==> src/sv/gf2_13_arith_unit_assert.svh <==
// Assertion macros for the GF(2^13) arithmetic unit.
// Expects clk and rst_n in the scope of the module that uses them.
`ifndef GF2_13_ARITH_UNIT_ASSERT_SVH
`define GF2_13_ARITH_UNIT_ASSERT_SVH
`ifndef SYNTHESIS
`define GF13_ASSERT_SAME(label, ante, cons) \
    label: assert property (@(posedge clk) disable iff (!rst_n) (ante) |-> (cons)) \
        else $error("gf13 same-cycle check failed");
`define GF13_ASSERT_NEXT(label, ante, cons) \
    label: assert property (@(posedge clk) disable iff (!rst_n) (ante) |=> (cons)) \
        else $error("gf13 next-cycle check failed");
`else
`define GF13_ASSERT_SAME(label, ante, cons)
`define GF13_ASSERT_NEXT(label, ante, cons)
`endif
`endif

==> src/sv/gf13_pkg.sv <==
// Shared types, constants and GF(2^13) field functions for the arithmetic unit.
// No dependencies; used by every module of the block.
package gf13_pkg;

    localparam int NUM_LANES = 4;
    localparam int GF_BITS   = 13;

    typedef logic [GF_BITS-1:0] gf_elem_t;

    typedef enum logic [1:0] {
        CMD_MUL = 2'd0,
        CMD_SQR = 2'd1,
        CMD_INV = 2'd2,
        CMD_MAC = 2'd3
    } cmd_e;

    typedef struct packed {
        logic [1:0] command;
        logic       first;
        gf_elem_t   a_lane0;
        gf_elem_t   a_lane1;
        gf_elem_t   a_lane2;
        gf_elem_t   a_lane3;
        gf_elem_t   b_lane0;
        gf_elem_t   b_lane1;
        gf_elem_t   b_lane2;
        gf_elem_t   b_lane3;
    } req_item_t;

    typedef struct packed {
        gf_elem_t r_lane0;
        gf_elem_t r_lane1;
        gf_elem_t r_lane2;
        gf_elem_t r_lane3;
    } res_item_t;

    typedef struct packed {
        logic       load;
        logic       advance;
        logic       finish;
        logic [1:0] step;
        cmd_e       cmd;
        logic       first;
    } lane_ctrl_t;

    // Fold a 25-bit carry-less product with x^13 = x^4 + x^3 + x + 1.
    function automatic gf_elem_t gf_reduce(input logic [24:0] p);
        logic [11:0] h;
        logic [15:0] r1;
        logic [2:0]  g;
        h  = p[24:13];
        r1 = {3'b0, p[12:0]} ^ {4'b0, h} ^ {3'b0, h, 1'b0}
           ^ {1'b0, h, 3'b0} ^ {h, 4'b0};
        g  = r1[15:13];
        return r1[12:0] ^ {10'b0, g} ^ {9'b0, g, 1'b0}
             ^ {7'b0, g, 3'b0} ^ {6'b0, g, 4'b0};
    endfunction

    function automatic gf_elem_t gf_mul(input gf_elem_t x, input gf_elem_t y);
        logic [24:0] p;
        p = '0;
        for (int i = 0; i < GF_BITS; i++) begin
            if (y[i]) begin
                p = p ^ ({12'b0, x} << i);
            end
        end
        return gf_reduce(p);
    endfunction

    function automatic gf_elem_t gf_sq(input gf_elem_t x);
        logic [24:0] p;
        p = '0;
        for (int i = 0; i < GF_BITS; i++) begin
            p[2*i] = x[i];
        end
        return gf_reduce(p);
    endfunction

endpackage

==> src/sv/gf13_lane.sv <==
// One GF(2^13) lane: operand registers, square-chain-and-multiply step, accumulator.
// Depends on gf13_pkg; driven by gf13_ctrl through lane_ctrl_t.
module gf13_lane
    import gf13_pkg::*;
(
    input  logic       clk,
    input  logic       rst_n,
    input  lane_ctrl_t ctl,
    input  gf_elem_t   a,
    input  gf_elem_t   b,
    output gf_elem_t   res
);

    gf_elem_t t_reg, t_next;
    gf_elem_t b_reg, b_next;
    gf_elem_t acc_reg, acc_next;
    gf_elem_t sq1, sq2, sq4, xs, y, prod, acc_sum;

    always_comb
    begin
        sq1 = gf_sq(t_reg);
        sq2 = gf_sq(sq1);
        sq4 = gf_sq(gf_sq(sq2));
        case (ctl.step)
            2'd0:
            begin
                xs = (ctl.cmd == CMD_INV) ? sq1 : t_reg;
                y  = (ctl.cmd == CMD_MUL || ctl.cmd == CMD_MAC) ? b_reg : t_reg;
            end
            2'd1:
            begin
                xs = sq2;
                y  = t_reg;
            end
            2'd2:
            begin
                xs = sq4;
                y  = t_reg;
            end
            default:
            begin
                xs = sq4;
                y  = b_reg;
            end
        endcase
        prod    = gf_mul(xs, y);
        acc_sum = (ctl.first ? '0 : acc_reg) ^ prod;
        case (ctl.cmd)
            CMD_MAC: res = acc_sum;
            CMD_INV: res = gf_sq(prod);
            default: res = prod;
        endcase
    end

    always_comb
    begin
        t_next   = t_reg;
        b_next   = b_reg;
        acc_next = acc_reg;
        if (ctl.load)
        begin
            t_next = a;
            b_next = b;
        end
        else if (ctl.advance)
        begin
            t_next = prod;
            if (ctl.step == 2'd1)
            begin
                b_next = prod;
            end
        end
        if (ctl.finish && ctl.cmd == CMD_MAC)
        begin
            acc_next = acc_sum;
        end
    end

    always_ff @(posedge clk)
    begin
        t_reg <= t_next;
        b_reg <= b_next;
    end

    always_ff @(posedge clk or negedge rst_n)
    begin
        if (!rst_n)
        begin
            acc_reg <= '0;
        end
        else
        begin
            acc_reg <= acc_next;
        end
    end

endmodule

==> src/sv/gf13_ctrl.sv <==
// Shared sequencer for the lanes: handshakes, step count, result valid.
// Depends on gf13_pkg and the assertion macros header.
`include "gf2_13_arith_unit_assert.svh"
module gf13_ctrl
    import gf13_pkg::*;
(
    input  logic       clk,
    input  logic       rst_n,
    input  logic       cmd_valid,
    output logic       cmd_ready,
    input  logic [1:0] command,
    input  logic       first,
    output logic       res_valid,
    input  logic       res_ready,
    output lane_ctrl_t ctl
);

    typedef enum logic [1:0] {
        ST_IDLE = 2'b01,
        ST_CALC = 2'b10
    } state_t;

    state_t     state_reg, state_next;
    logic [1:0] step_reg, step_next;
    cmd_e       cmd_reg, cmd_next;
    logic       first_reg, first_next;
    logic       valid_reg, valid_next;
    logic       load, last, finish, advance;

    always_comb
    begin
        cmd_ready = (state_reg == ST_IDLE);
        load      = cmd_valid && cmd_ready;
        last      = (cmd_reg == CMD_INV) ? (step_reg == 2'd3) : 1'b1;
        finish    = (state_reg == ST_CALC) && last && (!valid_reg || res_ready);
        advance   = (state_reg == ST_CALC) && !last;

        state_next = state_reg;
        step_next  = step_reg;
        cmd_next   = cmd_reg;
        first_next = first_reg;
        valid_next = valid_reg;
        if (res_ready)
        begin
            valid_next = 1'b0;
        end
        case (state_reg)
            ST_IDLE:
            begin
                if (load)
                begin
                    state_next = ST_CALC;
                    step_next  = 2'd0;
                    cmd_next   = cmd_e'(command);
                    first_next = first;
                end
            end
            ST_CALC:
            begin
                if (advance)
                begin
                    step_next = step_reg + 2'd1;
                end
                if (finish)
                begin
                    state_next = ST_IDLE;
                    valid_next = 1'b1;
                end
            end
            default:
            begin
                state_next = ST_IDLE;
            end
        endcase
    end

    always_ff @(posedge clk or negedge rst_n)
    begin
        if (!rst_n)
        begin
            state_reg <= ST_IDLE;
            step_reg  <= 2'd0;
            cmd_reg   <= CMD_MUL;
            first_reg <= 1'b0;
            valid_reg <= 1'b0;
        end
        else
        begin
            state_reg <= state_next;
            step_reg  <= step_next;
            cmd_reg   <= cmd_next;
            first_reg <= first_next;
            valid_reg <= valid_next;
        end
    end

    assign res_valid   = valid_reg;
    assign ctl.load    = load;
    assign ctl.advance = advance;
    assign ctl.finish  = finish;
    assign ctl.step    = step_reg;
    assign ctl.cmd     = cmd_reg;
    assign ctl.first   = first_reg;

    `GF13_ASSERT_NEXT(a_finish_sets_valid, finish, valid_reg)
    `GF13_ASSERT_NEXT(a_load_starts_calc, load, state_reg == ST_CALC && step_reg == 2'd0)
    `GF13_ASSERT_SAME(a_single_step_cmd, state_reg == ST_CALC && cmd_reg != CMD_INV, step_reg == 2'd0)

endmodule

==> src/sv/gf2_13_arith_unit.sv <==
// GF(2^13) arithmetic unit: four lanes, field polynomial x^13+x^4+x^3+x+1.
// Depends on gf13_pkg, gf13_ctrl and gf13_lane.
//
// Usage:
//   cmd channel (cmd_valid/cmd_ready/cmd_data) takes one item: a command
//   (multiply, square, invert, multiply-accumulate), a first flag and per
//   lane operands a and b. res channel (res_valid/res_ready/res_data) returns
//   one item per command with one 13-bit element per lane.
//   Multiply, square and multiply-accumulate take one step of the lane
//   square-and-multiply unit; invert takes four steps of it (a^3, a^15,
//   a^255, a^4095, then a final square). A result and res_valid are registered
//   as its last step completes. A new item is accepted only after the
//   previous one has finished its steps.
//   The result register is separate from the lanes, so the next item is
//   taken while an earlier result still waits. If the receiver stalls, the
//   following item finishes its steps and then holds until the result
//   register frees up.
//   Reset clears the accumulators to zero and returns the unit to idle.
module gf2_13_arith_unit
    import gf13_pkg::*;
(
    input  logic      clk,
    input  logic      rst_n,
    input  logic      cmd_valid,
    output logic      cmd_ready,
    input  req_item_t cmd_data,
    output logic      res_valid,
    input  logic      res_ready,
    output res_item_t res_data
);

    lane_ctrl_t ctl;
    gf_elem_t   a_arr    [NUM_LANES];
    gf_elem_t   b_arr    [NUM_LANES];
    gf_elem_t   lane_res [NUM_LANES];
    res_item_t  res_reg, res_next;

    assign a_arr[0] = cmd_data.a_lane0;
    assign a_arr[1] = cmd_data.a_lane1;
    assign a_arr[2] = cmd_data.a_lane2;
    assign a_arr[3] = cmd_data.a_lane3;
    assign b_arr[0] = cmd_data.b_lane0;
    assign b_arr[1] = cmd_data.b_lane1;
    assign b_arr[2] = cmd_data.b_lane2;
    assign b_arr[3] = cmd_data.b_lane3;

    gf13_ctrl u_ctrl (
        .clk       (clk),
        .rst_n     (rst_n),
        .cmd_valid (cmd_valid),
        .cmd_ready (cmd_ready),
        .command   (cmd_data.command),
        .first     (cmd_data.first),
        .res_valid (res_valid),
        .res_ready (res_ready),
        .ctl       (ctl)
    );

    for (genvar i = 0; i < NUM_LANES; i++)
    begin : g_lane
        gf13_lane u_lane (
            .clk   (clk),
            .rst_n (rst_n),
            .ctl   (ctl),
            .a     (a_arr[i]),
            .b     (b_arr[i]),
            .res   (lane_res[i])
        );
    end

    always_comb
    begin
        res_next = res_reg;
        if (ctl.finish)
        begin
            res_next.r_lane0 = lane_res[0];
            res_next.r_lane1 = lane_res[1];
            res_next.r_lane2 = lane_res[2];
            res_next.r_lane3 = lane_res[3];
        end
    end

    always_ff @(posedge clk)
    begin
        res_reg <= res_next;
    end

    assign res_data = res_reg;

endmodule
==> config.mk <==
export PLATFORM = sky130hd
export DESIGN_NAME = gf2_13_arith_unit
export DESIGN_NICKNAME = d
export VERILOG_FILES = /design/src/sv/gf13_pkg.sv /design/src/sv/gf13_lane.sv /design/src/sv/gf13_ctrl.sv /design/src/sv/gf2_13_arith_unit.sv
export VERILOG_INCLUDE_DIRS = /design/src /design/src/sv
export SDC_FILE = /design/constraint.sdc
export NUM_CORES = 1
export LEC_CHECK = 0
export BUFFER_PORTS_ARGS = -buffer_cell sky130_fd_sc_hd__buf_2
export CORE_MARGIN = 1.5
export CORE_UTILIZATION = 58
export CTS_CLUSTER_SIZE = 20
export DETAILED_ROUTE_END_ITERATION = 10
export PLACE_DENSITY = 0.79
export SETUP_SLACK_MARGIN = 0.05
export SYNTH_ARGS = -nofsm -noshare
export SYNTH_HDL_FRONTEND = slang
export SYNTH_SLANG_ARGS = --single-unit
==> constraint.sdc <==
create_clock -name clk -period 5.9 [get_ports clk]
set_clock_uncertainty 0.1 [all_clocks]
set_input_delay 1.18 -clock clk [delete_from_list [all_inputs] [get_ports clk]]
set_output_delay 1.18 -clock clk [all_outputs]
set_load 0.03 [all_outputs]
==> metrics.md <==
| Metric | Value |
|---|---|
| Count leader, synth | xnor2_1 |
| Worst Setup End Kind | flip-flop |
| Ranking of synthesized cells by area | edfxtp_1 16%, xnor3_1 15%, xnor2_1 14%, nor2_1 5.9%, xor2_1 5.2% |
| Post-Synth Simple-Gate Area | ~15% |
| # IOs | about 170 |
| DPL Wire Length | 74.5 mm |
| Critical Path RT | between 6 and 7 ns |
| # H-tree levels | 1 |
| Die Ht | ~230 um |
| CTS tree | built |
| First-pass GRT wire length | 156 mm |
| Gr ovfl total | 0 |
| Die footprint | ~52000 um^2 |
| Post_cts resized | 0 |
| Synth Area in Adders | less than 1% |
| Vias in the first global route | around 25000 |
| Vias | 26100 |
| Pin count of the biggest net entering global routing | 93 |
| Hold WC Path Type | reg2reg |
| R2R Setup Slk | ~0.39 ns |
| CP Class | reg2reg |
| # clock sinks | between 200 and 250 |
| Worst Path Max Fanout | 14 |
| Largest area contributor in the netlist | edfxtp_1 |
| Clock latency at the later pin of the worst-skew pair | between 0.5 and 0.6 ns |
| Period minus WS final | between 5 and 6 ns |
| Max-slew violation count | 0 |
| Routed Antenna Nets | 0 |
| Sequential-to-total area share from yosys stat | about a fifth |
| Post-route DRC | 0 |
| GRT Total Usage | just under 40% |
| Num rows | 82 |
| P&R area growth vs syn | 10.1% |
| DIE WIDTH | around 230 um |
| Worst setup SP type | flip-flop |
| Gpl congestion | roughly 1.0 |
| Worst hold slack | 0.381 ns |
| Worst-path clk slew | around 0.060 ns |
| Max Root-Sink Buffers | 3 |
| CTS Buf Count | 27 |
| Number of flops mapped to enable cells by yosys | between 150 and 200 |
| Slew @ Worst Pin | about 1.0 ns |
| Fmax | around 180 MHz |
| Initial Util | between 50 and 60% |
| Nets | about 3500 |
| Mux contribution to synthesized area | under 10% |
| # port buffers | 164 |
| Drt wl/cell | roughly 26 um |
| Area of the core | 50200 um^2 |
| Library cells used by synthesis | 90 |
| Post-Synth XOR/XNOR Area | between 40 and 50% |
| Share of layout cells above drive strength 1 | roughly 16% |
| Synth Cell Area | approximately 30000 um^2 |
| Ys Warns | 0 |
| RSZ-0062 raised after global routing | no |
| Predominant post-synthesis flop cell | edfxtp_1 |
| Post-Syn Nets | 3342 |
| Mapped Cells | approximately 3200 |
| Worst slew margin | between 30% and 40% |
| Setup TNS | 0 ns |
| Status | finished clean |
| Initial antenna violation count | 6 |
| Final Cycle Share | 93.4% |
| Final setup viols | 0 |
| Async set-reset flop share out of synthesis | between 20 and 30% |
| Crit path DAT | 5.69 ns |
| Drt initial violations | between 3000 and 4000 |
| Syn Area/Cell | about 9.2 um^2 |
| Post-synth top area share | around 16% |
| Register bit total from synthesis | about 220 |
| Top post-synthesis cells by count | 486 x xnor2_1, 461 x nor2_1, 380 x nand2_1 |
| Root buffer cell | clkbuf_16 |
| PnR worst setup slack | between 0.3 and 0.4 ns |
| Setup bufs post-CTS | 0 |
| Compound-Gate Fraction of Synth Area | between 10% and 20% |
| Number of max-cap violations | 0 |
| Pre-CTS WS | 0.467 ns |
| Hold-fix buffers, CTS | 0 |
| Overall routed net length | slightly above 100 mm |
| Detailed Routing Iterations Pass 1 | 8 |
| Final hold violation count | 0 |
| Via/cell ratio | 6.45 |
| Combinational family with the most area after synthesis | XOR/XNOR gates |
[critical path, cell delays in order (launching register included)]
cell	delay [ns]
edfxtp_1	0.78
xor2_1	0.59
xor3_1	0.54
nor2_1	0.10
a221o_1	0.35
nor2b_1	0.23
xnor3_1	0.33
xnor2_1	0.22
xnor3_1	0.51
xnor3_2	0.51
xnor3_1	0.44
or3_1	0.37
o2bb2ai_1	0.16
[routing by layer]
metal / global-route usage, % / routed length [um] / vias up
li1: - / - / 11300
met1: 52.9 / 40500 / 12600
met2: 60.3 / 45800 / 1753
met3: 7.35 / 11700 / 332
met4: 16.2 / 5020 / 6
met5: 0 / 29 / -
[worst paths after layout]
path	startpoint	endpoint	cells after the start
worst max-delay path	g_lane[0].u_lane.t_reg[11]$_DFFE_PP_	res_data[49]$_DFFE_PP_	12
max in group asynchronous	rst_n	u_ctrl.first_reg$_DFFE_PN0P_	2
min in group asynchronous	rst_n	g_lane[1].u_lane.acc_reg[6]$_DFFE_PN0P_	2
worst min register to register	g_lane[2].u_lane.acc_reg[0]$_DFFE_PN0P_	g_lane[2].u_lane.acc_reg[0]$_DFFE_PN0P_	1
worst min-delay path	g_lane[2].u_lane.acc_reg[0]$_DFFE_PN0P_	g_lane[2].u_lane.acc_reg[0]$_DFFE_PN0P_	1
worst max register to register	g_lane[0].u_lane.t_reg[11]$_DFFE_PP_	res_data[49]$_DFFE_PP_	12
[layout make-up]
class	count	area (um^2)
well taps	672	841
flip-flops and latches	216	6190
inverters	28	105
multi-input cells	2703	22100
clock inverters	12	128
clock buffers	38	767
repair buffers	367	2390
diodes	1	2.50
fillers	4126	17600
[through the flow]
stage	std cells	util, %	instance area, um^2
6_report	4037	64.8	32500
5_1_grt	4036	64.8	32500
4_1_cts	4036	64.8	32500
3_5_place_dp	3986	63.0	31600
3_3_place_gp	3986	63.0	31600
2_1_floorplan	3224	-	29600
[cells by family after synthesis]
family	count (synthesis)
adder cells (fa/ha/maj)	7
buffers and inverters	305
multiplexers	52
AO/OA/AOI/OAI	655
XOR/XNOR	950
flip-flops	216
AND/OR/NAND/NOR	1039
[cell usage in the layout (no fill, tap or decap), drive strengths merged, types with 6 or more instances in the layout]
| cell | count |
|---|---|
| xnor2 | 514 |
| nor2 | 464 |
| nand2 | 380 |
| buf | 367 |
| xnor3 | 208 |
| xor2 | 182 |
| edfxtp | 156 |
| a21oi | 140 |
| o21ai | 80 |
| o21a | 69 |
| dfrtp | 59 |
| nor2b | 58 |
| a21o | 56 |
| xor3 | 46 |
| a22oi | 45 |
| a22o | 39 |
| clkbuf | 38 |
| mux2i | 35 |
| a221o | 34 |
| o221ai | 32 |
| nor3 | 28 |
| inv | 28 |
| nand2b | 27 |
| a221oi | 26 |
| and2 | 24 |
| o22a | 19 |
| a211oi | 18 |
| mux2 | 17 |
| nand3 | 17 |
| o22ai | 16 |
| o211ai | 16 |
| a222oi | 15 |
| or2 | 9 |
| clkinv | 9 |
| or3 | 8 |
| o31ai | 7 |
| ha | 7 |
| a31oi | 6 |
| a211o | 6 |
| and3 | 6 |
Power is not shown: default switching activity piles up to over one toggle a cycle in this logic, so the estimate is an artifact.
